--- config.mk ---
export PLATFORM = sky130hd
export DESIGN_NAME = base64_stream_decoder
export DESIGN_NICKNAME = d
export VERILOG_FILES = /design/src/b64d_pkg.sv /design/src/base64_stream_decoder.sv /design/src/b64d_core.sv /design/src/b64d_outbuf.sv
export VERILOG_INCLUDE_DIRS = /design/src /design/src/src
export SDC_FILE = /design/constraint.sdc
export NUM_CORES = 1
export LEC_CHECK = 0
export BUFFER_PORTS_ARGS = -buffer_cell sky130_fd_sc_hd__buf_2
export CORE_UTILIZATION = 60
export DETAILED_ROUTE_END_ITERATION = 10
export PLACE_DENSITY = 0.82
export SETUP_SLACK_MARGIN = 0.3
export SYNTH_ARGS = -nofsm -noshare
export SYNTH_HDL_FRONTEND = slang
export SYNTH_SLANG_ARGS = --single-unit
--- constraint.sdc ---
create_clock -name clk -period 7.5 [get_ports clk]
set_clock_uncertainty 0.15 [all_clocks]
set_input_delay 1.5 -clock clk [delete_from_list [all_inputs] [get_ports clk]]
set_output_delay 1.5 -clock clk [all_outputs]
set_load 0.05 [all_outputs]
--- src/base64_stream_decoder_defines.svh ---
// Assertion helpers for the decoder RTL, included by b64d_outbuf.
// Each expects clk and rst_n in the enclosing module.
`ifndef BASE64_STREAM_DECODER_DEFINES_SVH
`define BASE64_STREAM_DECODER_DEFINES_SVH

// Same-cycle implication.
`define B64D_ASSERT_IMP(label, ante, cons, msg) \
  label: assert property (@(posedge clk) disable iff (!rst_n) (ante) |-> (cons)) \
    else $error(msg);

// Next-cycle implication.
`define B64D_ASSERT_NXT(label, ante, cons, msg) \
  label: assert property (@(posedge clk) disable iff (!rst_n) (ante) |=> (cons)) \
    else $error(msg);

`endif

--- src/b64d_pkg.sv ---
package b64d_pkg;

  localparam int COUNT_WIDTH = 16;

  localparam logic [15:0] LIMIT_RESET = 16'hFFFF;

  localparam logic [7:0] CHAR_PAD    = 8'h3D;
  localparam logic [7:0] CHAR_SPACE  = 8'h20;
  localparam logic [7:0] CHAR_TAB    = 8'h09;
  localparam logic [7:0] CHAR_LF     = 8'h0A;
  localparam logic [7:0] CHAR_CR     = 8'h0D;
  localparam logic [7:0] CHAR_UC_A   = 8'h41;
  localparam logic [7:0] CHAR_UC_Z   = 8'h5A;
  localparam logic [7:0] CHAR_LC_A   = 8'h61;
  localparam logic [7:0] CHAR_LC_Z   = 8'h7A;
  localparam logic [7:0] CHAR_DIG_0  = 8'h30;
  localparam logic [7:0] CHAR_DIG_9  = 8'h39;
  localparam logic [7:0] CHAR_PLUS   = 8'h2B;
  localparam logic [7:0] CHAR_MINUS  = 8'h2D;
  localparam logic [7:0] CHAR_SLASH  = 8'h2F;
  localparam logic [7:0] CHAR_USCORE = 8'h5F;

  localparam logic [7:0] LC_OFFSET  = 8'd26;
  localparam logic [7:0] DIG_OFFSET = 8'd52;
  localparam logic [5:0] SEXTET_62  = 6'd62;
  localparam logic [5:0] SEXTET_63  = 6'd63;

  typedef struct packed {
    logic       ok;
    logic [5:0] val;
  } sextet_t;

  // Results of one request, drained one per output handshake.
  typedef struct packed {
    logic [1:0]      cnt;
    logic [2:0][7:0] bytes;
    logic            data;
    logic            done;
    logic            err;
  } res_t;

  function automatic sextet_t sextet_of(input logic [7:0] c);
    sextet_t s;
    s.ok  = 1'b1;
    s.val = '0;
    if (c >= CHAR_UC_A && c <= CHAR_UC_Z) begin
      s.val = 6'(c - CHAR_UC_A);
    end else if (c >= CHAR_LC_A && c <= CHAR_LC_Z) begin
      s.val = 6'(c - CHAR_LC_A + LC_OFFSET);
    end else if (c >= CHAR_DIG_0 && c <= CHAR_DIG_9) begin
      s.val = 6'(c - CHAR_DIG_0 + DIG_OFFSET);
    end else if (c == CHAR_PLUS || c == CHAR_MINUS) begin
      s.val = SEXTET_62;
    end else if (c == CHAR_SLASH || c == CHAR_USCORE) begin
      s.val = SEXTET_63;
    end else begin
      s.ok = 1'b0;
    end
    return s;
  endfunction

endpackage

--- src/base64_stream_decoder.sv ---
// A character accepted at the input waits in char_r until the output buffer
// is free. Throughput: one character per cycle while each yields at most one
// result and out_ready is high; a character that yields several results holds
// the input until the single-entry output port has drained the result buffer.
// Reset (rst_n low, synchronous): message state clears and output_limit
// returns to 65535.
module base64_stream_decoder (
  input  logic        clk,
  input  logic        rst_n,
  input  logic        cfg_wr_en,
  input  logic [15:0] cfg_wr_data,
  input  logic        in_valid,
  output logic        in_ready,
  input  logic [7:0]  in_char_code,
  input  logic        in_end_of_message,
  output logic        out_valid,
  input  logic        out_ready,
  output logic [7:0]  out_data_byte,
  output logic        out_data_valid,
  output logic        out_last_of_run,
  output logic        out_message_done,
  output logic        out_decode_error
);

  logic           hold_v_r;
  logic [7:0]     char_r;
  logic           eom_r;
  logic           free, fire;
  b64d_pkg::res_t res;

  assign fire     = hold_v_r && free;
  assign in_ready = !hold_v_r || fire;

  always_ff @(posedge clk) begin
    if (!rst_n) begin
      hold_v_r <= 1'b0;
    end else if (in_ready) begin
      hold_v_r <= in_valid;
    end
  end

  always_ff @(posedge clk) begin
    if (in_valid && in_ready) begin
      char_r <= in_char_code;
      eom_r  <= in_end_of_message;
    end
  end

  b64d_core u_core (
    .clk         (clk),
    .rst_n       (rst_n),
    .cfg_wr_en   (cfg_wr_en),
    .cfg_wr_data (cfg_wr_data),
    .step        (fire),
    .char_code   (char_r),
    .eom         (eom_r),
    .res         (res)
  );

  b64d_outbuf u_outbuf (
    .clk          (clk),
    .rst_n        (rst_n),
    .load         (fire),
    .res          (res),
    .free         (free),
    .out_valid    (out_valid),
    .out_ready    (out_ready),
    .data_byte    (out_data_byte),
    .data_valid   (out_data_valid),
    .last_of_run  (out_last_of_run),
    .message_done (out_message_done),
    .decode_error (out_decode_error)
  );

endmodule

--- src/b64d_core.sv ---
module b64d_core (
  input  logic               clk,
  input  logic               rst_n,
  input  logic               cfg_wr_en,
  input  logic [15:0]        cfg_wr_data,
  input  logic               step,
  input  logic [7:0]         char_code,
  input  logic               eom,
  output b64d_pkg::res_t     res
);

  localparam int CW   = b64d_pkg::COUNT_WIDTH;
  localparam int CmpW = (CW >= 16) ? CW + 1 : 17;
  localparam logic [CmpW-1:0] CountMax = CmpW'({CW{1'b1}});

  logic [15:0]        limit_r;
  logic [2:0][5:0]    store_r, store_nxt;
  logic [1:0]         fill_r, fill_nxt;
  logic [1:0]         pad_r, pad_nxt;
  logic [CW-1:0]      emitted_r, emitted_nxt;
  logic               err_r, err_nxt;

  b64d_pkg::sextet_t  sx;
  logic               is_space, is_pad, take, grp, left_one, left_multi, over, emit;
  logic               err1, err2;
  logic [1:0]         pad1, fill1, nb;
  logic [2:0][5:0]    store1;
  logic [5:0]         v;
  logic [CmpW-1:0]    total;
  logic [2:0][7:0]    bytes;

  always_comb begin
    sx       = b64d_pkg::sextet_of(char_code);
    is_space = (char_code == b64d_pkg::CHAR_SPACE) || (char_code == b64d_pkg::CHAR_TAB) ||
               (char_code == b64d_pkg::CHAR_LF) || (char_code == b64d_pkg::CHAR_CR);
    is_pad   = (char_code == b64d_pkg::CHAR_PAD);

    err1   = err_r;
    pad1   = pad_r;
    fill1  = fill_r;
    store1 = store_r;
    take   = 1'b0;
    v      = '0;
    grp    = 1'b0;

    if (!err_r && !is_space) begin
      if (is_pad) begin
        if (pad_r[1]) begin
          err1 = 1'b1;
        end else begin
          pad1 = pad_r + 2'd1;
          take = 1'b1;
        end
      end else if (pad_r != 2'd0) begin
        err1 = 1'b1;
      end else if (!sx.ok) begin
        err1 = 1'b1;
      end else begin
        take = 1'b1;
        v    = sx.val;
      end
    end

    if (take) begin
      if (fill_r != 2'd3) begin
        store1[fill_r] = v;
        fill1          = fill_r + 2'd1;
      end else begin
        grp   = 1'b1;
        fill1 = 2'd0;
      end
    end

    // A completed group leaves nothing over, so one adder serves both cases.
    left_one   = eom && !err1 && !grp && (fill1 == 2'd1);
    left_multi = eom && !err1 && !grp && fill1[1];
    nb         = grp ? 2'(2'd3 - pad1) : 2'(fill1 - 2'd1);
    total      = CmpW'(emitted_r) + CmpW'(nb);
    over       = (total > CmpW'(limit_r)) || (total > CountMax);
    emit       = (grp || left_multi) && !over;
    err2       = err1 || ((grp || left_multi) && over) || left_one;

    bytes[0] = {store1[0], store1[1][5:4]};
    bytes[1] = {store1[1][3:0], store1[2][5:2]};
    bytes[2] = {store1[2][1:0], v};

    res.bytes = bytes;
    res.data  = 1'b1;
    res.done  = 1'b0;
    res.err   = 1'b0;
    res.cnt   = emit ? nb : 2'd0;
    if (eom) begin
      res.done = 1'b1;
      if (err2) begin
        res.cnt   = 2'd1;
        res.data  = 1'b0;
        res.err   = 1'b1;
        res.bytes = '0;
      end else if (!emit) begin
        res.cnt   = 2'd1;
        res.data  = 1'b0;
        res.bytes = '0;
      end
    end

    if (eom) begin
      store_nxt   = '0;
      fill_nxt    = '0;
      pad_nxt     = '0;
      emitted_nxt = '0;
      err_nxt     = 1'b0;
    end else begin
      store_nxt   = store1;
      fill_nxt    = fill1;
      pad_nxt     = pad1;
      emitted_nxt = emit ? total[CW-1:0] : emitted_r;
      err_nxt     = err2;
    end
  end

  always_ff @(posedge clk) begin
    if (!rst_n) begin
      limit_r   <= b64d_pkg::LIMIT_RESET;
      store_r   <= '0;
      fill_r    <= '0;
      pad_r     <= '0;
      emitted_r <= '0;
      err_r     <= 1'b0;
    end else begin
      if (cfg_wr_en) begin
        limit_r <= cfg_wr_data;
      end
      if (step) begin
        store_r   <= store_nxt;
        fill_r    <= fill_nxt;
        pad_r     <= pad_nxt;
        emitted_r <= emitted_nxt;
        err_r     <= err_nxt;
      end
    end
  end

endmodule

--- src/b64d_outbuf.sv ---
`include "base64_stream_decoder_defines.svh"

module b64d_outbuf (
  input  logic               clk,
  input  logic               rst_n,
  input  logic               load,
  input  b64d_pkg::res_t     res,
  output logic               free,
  output logic               out_valid,
  input  logic               out_ready,
  output logic [7:0]         data_byte,
  output logic               data_valid,
  output logic               last_of_run,
  output logic               message_done,
  output logic               decode_error
);

  logic [1:0]      cnt_r;
  logic [2:0][7:0] bytes_r;
  logic            data_r, done_r, err_r;
  logic            pop;

  assign out_valid    = (cnt_r != 2'd0);
  assign pop          = out_valid && out_ready;
  assign free         = (cnt_r == 2'd0) || ((cnt_r == 2'd1) && out_ready);
  assign data_byte    = bytes_r[0];
  assign data_valid   = data_r;
  assign last_of_run  = (cnt_r == 2'd1);
  assign message_done = done_r && (cnt_r == 2'd1);
  assign decode_error = err_r;

  always_ff @(posedge clk) begin
    if (!rst_n) begin
      cnt_r <= '0;
    end else if (load) begin
      cnt_r <= res.cnt;
    end else if (pop) begin
      cnt_r <= cnt_r - 2'd1;
    end
  end

  // Load new results on each load; otherwise advance the byte queue on each output handshake.
  always_ff @(posedge clk) begin
    if (load) begin
      bytes_r <= res.bytes;
      data_r  <= res.data;
      done_r  <= res.done;
      err_r   <= res.err;
    end else if (pop) begin
      bytes_r <= {8'h00, bytes_r[2], bytes_r[1]};
    end
  end

  `B64D_ASSERT_IMP(a_load_when_free, load, (cnt_r == 2'd0) || ((cnt_r == 2'd1) && out_ready), "load while results pending")
  `B64D_ASSERT_IMP(a_err_single, out_valid && err_r, (cnt_r == 2'd1) && !data_r && done_r, "error result not alone")
  `B64D_ASSERT_IMP(a_data_no_err, out_valid && data_r, !err_r, "data result flagged as error")
  `B64D_ASSERT_NXT(a_drain_empty, pop && (cnt_r == 2'd1) && !load, !out_valid, "buffer not empty after last result")

endmodule
==> results of run 1 <==
[cells by family after synthesis]
family | share of synthesized area (%)
AOI/OAI and AO/OA | 19.1
xor gates and xnor gates | 2.83
adders and majority gates | 8.68
buffers and inverters | 5.89
DFF | 40.3
muxes | 2.92
and+or+nand+nor | 20.3
[report_power, final]
group | internal (mW) | switching, mW | leakage [nW]
registers | 0.593 | 0.0206 | 0.823
logic | 0.101 | 0.232 | 1.70
clock network | 0.124 | 0.194 | 0.0890
[synth_stat cells, types with 3 or more instances]
master	count
nand3_1	19
a21oi_1	28
and2_1	3
a211oi_2	4
o32ai_1	6
ha_1	37
o21ai_0	15
mux2i_1	14
inv_1	41
a22oi_1	4
xnor2_1	12
buf_2	7
o21a_1	3
o211ai_1	15
nor2_1	55
nor3_1	15
o22ai_1	5
and3_1	7
a211oi_1	19
nand2b_1	17
a31oi_1	3
edfxtp_1	36
a21o_1	7
nand2_1	79
clkbuf_1	19
dfxtp_1	58
buf_4	8
nor2b_1	5
o2111ai_1	3
a211o_1	4
a32oi_1	3
nand4_1	13
or3_1	3
xor2_1	6
o21bai_1	6
[metal layers]
layer | global-route usage (%) | share of wire [%] | vias up | wire (um)
met4 | 16.0 | 5.0 | 0 | 653
met5 | 0 | 0 | - | 0
met3 | 3.79 | 6.3 | 54 | 827
li1 | - | - | 2284 | -
met2 | 48.7 | 50 | 216 | 6510
met1 | 31.7 | 39 | 2206 | 5100
[final cells by class]
| cell class | instances | area (sq um) |
|---|---|---|
| Multi-Input combinational cell | 449 | 3020 |
| Inverter | 42 | 158 |
| Clock inverter | 6 | 46.3 |
| Fill cell | 711 | 2800 |
| Timing Repair Buffer | 57 | 320 |
| Tap cell | 108 | 135 |
| Sequential cell | 94 | 2240 |
| Clock buffer | 10 | 128 |
[registers in the layout, indices dropped and copies added (netlist names)]
name	cells
u_core.fill_r	2
u_core.store_r	18
u_outbuf.data_byte	8
u_outbuf.decode_error	1
eom_r	1
u_core.err_r	1
u_outbuf.data_valid	1
u_outbuf.bytes_r	16
u_outbuf.cnt_r	2
hold_v_r	1
u_core.limit_r	16
u_outbuf.done_r	1
u_core.pad_r	2
u_core.emitted_r	16
char_r	8
[per-stage QoR]
step / util [%] / area, sq um / hold slack [ns] / setup slack [ns]
detailed placement: 65.5 / 5800 / 0.299 / 0.175
floorplan: - / 5560 / 0.274 / 1.13
global placement: 65.5 / 5800 / 0.291 / 0.470
finish: 68.4 / 6050 / 0.315 / 0.673
CTS: 67.5 / 5980 / 0.316 / 0.317
global route: 68.4 / 6050 / 0.346 / 0.327
[critical path, delay by kind of cell (launching register included)]
kind	cells	cell delay, ns
XOR/XNOR	1	0.17
AO/OA/AOI/OAI	9	1.84
buffers and inverters	4	0.59
multiplexers	2	0.70
AND/OR/NAND/NOR	9	1.56
flip-flops	1	0.50
adder cells (fa/ha/maj)	4	1.16
[worst min-delay path by stage]
stage                              from                   to  slack, ns  depth (start not counted)
floorplan                         eom_r      u_outbuf.done_r       0.27                          0
global placement    u_core.emitted_r[0]  u_core.emitted_r[0]       0.29                          2
detailed placement  u_core.emitted_r[0]  u_core.emitted_r[0]       0.30                          2
CTS                   u_core.store_r[1]    u_core.store_r[1]       0.32                          2
global route          u_core.store_r[1]    u_core.store_r[1]       0.35                          2
finish                u_core.store_r[1]    u_core.store_r[1]       0.32                          2
[repair_timing]
item | 4_1_cts | 5_1_grt
resized for setup | 1 | 3
endpoints found under the setup margin | 15 | 42
pin swaps | 0 | 2
buffers inserted | 0 | 7
hold endpoints to repair | 0 | 0
==> impl_metrics.json, run 1 <==
{
  "status": "completed",
  "numCtsBuffers": 9,
  "drc_errors": 0,
  "critical_path.slowest_cell": "edfxtp_1",
  "reg2regPathDepth": 29,
  "synth_top_cell_by_area": "dfxtp_1",
  "r2r-end": "u_outbuf.bytes_r[23]",
  "slew_viol_final": 0,
  "die_x_um": 98.3,
  "endpoint": "u_outbuf.bytes_r[23]",
  "instances_no_fill": 766,
  "hold_path_class": "reg2reg",
  "path_max_fanout": 7,
  "crit_type": "reg2reg",
  "synth-seq-cells": 94,
  "dieArea_sq_um": 9660,
  "final_cell_mix": "nand2_1, dfxtp_1, nor2_1",
  "dp_cells": 743,
  "cts_tree": "yes",
  "dr.first_iter.drc_count": 332,
  "cp-end-kind": "register",
  "mostFrequentLayoutCell": "nand2_1",
  "synth-main-ff-cell": "dfxtp_1",
  "netlist_area_sq_um": 5560,
  "crit_arrival_ns": 6.90,
  "startpoint_type": "register",
  "cts-hold-fix-buffers": 0,
  "yosys_warnings": 0,
  "period_share_pct": 91.0,
  "grt_usage_pct": 27.5,
  "synth_edf_count": 36,
  "critical_path.max_stage_delay_ns": 0.50,
  "antenna_left": 0,
  "maxCapViolCount": 0,
  "rsz0062_at_grt": "no",
  "grt_max_degree": 41,
  "dr.pass1.iters": 7,
  "worst-r2r-setup-slack_ns": 0.67,
  "overflow": 0,
  "maxSlewHeadroom_pct": 25.5,
  "synth-async-reset-ratio_pct": 0,
  "via_per_inst": 6.21,
  "grt_pass1_wl_mm": 21.0,
  "vdd_drop_max_uv": 94.5,
  "total_power_mw": 1.27,
  "die_h_um": 98.3,
  "synthDominantCellAreaShare_pct": 20.9,
  "start_util_pct": 62.9,
  "cp-startpoint": "char_r[1]",
  "rr_startpoint": "char_r[1]",
  "cts_max_path_buffers": 2,
  "coreArea_sq_um": 8850,
  "tns_ns": 0,
  "critPathMostFrequentCell": "ha_1",
  "syn_inst": 620,
  "antenna_found_initial": 0,
  "n_antenna_cell": 0,
  "dpl.hpwl_mm": 9.30,
  "syn_avg_cell_area_sq_um": 8.97,
  "cts-root-buf": "clkbuf_8",
  "clkSinkCount": 94,
  "htree_levels": 3,
  "wl_mm": 13.1,
  "syn_nets": 688,
  "synth_area_leaders": "dfxtp_1, edfxtp_1, ha_1, nand2_1, nor2_1",
  "routedWlPerCell_um": 17.1,
  "drive_above_1_share_pct": 14.1,
  "p_leak_nw": 2.61,
  "place.gp.congestion": 0.965,
  "fmax_mhz": 146,
  "ys_types": 67,
  "portBuffers": 43,
  "hold_viol_final": 0,
  "ios": 44,
  "nets": 721,
  "grt_pass1_vias": 4496,
  "vias": 4760,
  "powerDensity_nw_per_um2": 209,
  "path_clk_slew_ns": 0.10,
  "clk-insertion-delay-late_ns": 0.38,
  "required_ns": 7.57,
  "row_count": 34,
  "post-route-min-period_ns": 6.83,
  "area_delta_synth_final_pct": 8.79,
  "worst_slew_pin_slew_ns": 1.12,
  "seq_area_frac_synth_pct": 40.3,
  "finalSetupViolCount": 0
}
Note: power is estimated with default switching activity, not from simulation.
==> run 2, diff against run 1 <==
--- a/config.mk
+++ b/config.mk
@@ -7,9 +7,11 @@
 export NUM_CORES = 1
 export LEC_CHECK = 0
 export BUFFER_PORTS_ARGS = -buffer_cell sky130_fd_sc_hd__buf_2
-export CORE_UTILIZATION = 60
+export CELL_PAD_IN_SITES_DETAIL_PLACEMENT = 1
+export CELL_PAD_IN_SITES_GLOBAL_PLACEMENT = 1
+export CORE_UTILIZATION = 47
 export DETAILED_ROUTE_END_ITERATION = 10
-export PLACE_DENSITY = 0.82
+export PLACE_DENSITY = 0.83
 export SETUP_SLACK_MARGIN = 0.3
 export SYNTH_ARGS = -nofsm -noshare
 export SYNTH_HDL_FRONTEND = slang
==> run 2 against run 1 <==
  * Maximum frequency increased by 0.68%
  * Highest routed layer unchanged
  * Final area increased by 3.6%
  * Sequential power about the same
==> impl_metrics.json, run 2 (same netlist as run 1, synthesis figures left out) <==
{
  "maxUsedRoutingLayer": "met4",
  "antenna_found_initial": 0,
  "die_x_um": 111,
  "cts_tree": "yes",
  "cp-end-kind": "register",
  "met2_length_mm": 8.36,
  "rsz0062_at_grt": "no",
  "slew_viol_final": 0,
  "instances_no_fill": 806,
  "design_area_sq_um": 6270,
  "via_per_inst": 5.94,
  "maxCapViolCount": 0,
  "dr.first_iter.drc_count": 206,
  "start_util_pct": 48.5,
  "coreArea_sq_um": 11500,
  "crit_type": "reg2reg",
  "wl_met1_mm": 6.34,
  "wl_met3_um": 464,
  "overflow": 0,
  "largest_register": "u_core.store_r",
  "crit_arrival_ns": 6.87,
  "routedWlPerCell_um": 19.4,
  "vias": 4787,
  "grt_usage_pct": 26.1,
  "status": "completed",
  "nets": 726,
  "worst_slew_pin_slew_ns": 1.14,
  "largest_register_ffs": 18,
  "dp_cells": 779,
  "path_max_fanout": 16,
  "grt_pass1_wl_mm": 25.4,
  "period_share_pct": 90.4,
  "critical_path.slowest_cell": "edfxtp_1",
  "tns_ns": 0,
  "dr.pass1.iters": 5,
  "crit_family": "compound AO/OA/AOI/OAI gates",
  "mostFrequentLayoutCell": "nand2_1",
  "grt_pass1_vias": 5041,
  "critPathMostFrequentCell": "ha_1",
  "p_leak_nw": 2.69,
  "htree_levels": 3,
  "numCtsBuffers": 9,
  "cts-hold-fix-buffers": 0,
  "grt_max_degree": 41,
  "cts_max_path_buffers": 2,
  "worst-path-buf-inv": 4,
  "powerDensity_nw_per_um2": 226,
  "finalSetupViolCount": 0,
  "hold_viol_final": 0,
  "fmax_mhz": 147,
  "startpoint_type": "register",
  "drc_errors": 0,
  "ios": 44,
  "clk-insertion-delay-late_ns": 0.35,
  "hold_path_class": "reg2reg",
  "wl_mm": 15.6,
  "final_cell_mix": "nand2_1, dfxtp_1, nor2_1",
  "maxSlewHeadroom_pct": 23.6,
  "n_antenna_cell": 0,
  "row_count": 39,
  "drive_above_1_share_pct": 15.1,
  "area_delta_synth_final_pct": 12.7,
  "clkSinkCount": 94,
  "required_ns": 7.59,
  "die_h_um": 111,
  "path_clk_slew_ns": 0.07,
  "portBuffers": 43,
  "antenna_left": 0,
  "post-route-min-period_ns": 6.78,
  "critical_path.max_stage_delay_ns": 0.49,
  "dpl.hpwl_mm": 11.0,
  "placed_cell_area_sq_um": 5850,
  "place.gp.congestion": 0.848,
  "cts-root-buf": "clkbuf_16",
  "vdd_drop_max_uv": 186,
  "dieArea_sq_um": 12300
}
run 2: repair_timing:
action / in CTS / in global routing
cloned: 0 / 0
pin swaps: 1 / 4
endpoints found under the setup margin: 28 / 44
gates resized for setup: 2 / 5
setup buffers: 0 / 11
run 2: final timing paths:
kind	start	endpoint	slack, ns	cells after the start
max	char_r[0]	u_outbuf.cnt_r[0]	0.72	26
min	u_core.store_r[4]	u_core.store_r[4]	0.32	2
max reg2reg	char_r[0]	u_outbuf.cnt_r[0]	0.72	26
min reg2reg	u_core.store_r[4]	u_core.store_r[4]	0.32	2
run 2: metal layers:
metal,vias up,global-route usage [%]
met4,0,12.1
met2,106,49.0
met3,31,4.21
met1,2352,28.5
li1,2298,-
met5,-,0
run 2: tightest hold or removal path, delay by kind of cell (launching register included):
kind	cells	cell delay [ns]
AO/OA/AOI/OAI	1	0.06
AND/OR/NAND/NOR	1	0.05
flip-flops	1	0.32
run 2: report_power, final:
part / total [mW] / leakage, nW / internal (mW) / switching [mW]
Clock: 0.449 / 0.138 / 0.247 / 0.202
Sequential: 0.617 / 0.823 / 0.594 / 0.0230
Combinational: 0.349 / 1.73 / 0.107 / 0.242
Total: 1.41 / 2.69 / 0.947 / 0.467
run 2: area by class of cell:
class,instances,area (sq um)
fill,1328,5200
multi-input combinational,449,3030
sequential,94,2240
timing repair buffer,62,370
clock buffer,12,258
tap,143,179
inverter,42,158
clock inverter,4,30.0
run 2: metrics by stage:
step / total power [mW] / util, % / hold slack [ns] / setup WS (ns)
final: 1.41 / 54.7 / 0.318 / 0.719
after global routing: 1.47 / 54.7 / 0.353 / 0.264
after CTS: 1.41 / 53.6 / 0.321 / 0.303
after detailed placement: 0.957 / 51.0 / 0.311 / 0.0782
after global placement: 0.940 / 51.0 / 0.295 / 0.487
after floorplan: 0.880 / - / 0.274 / 1.13
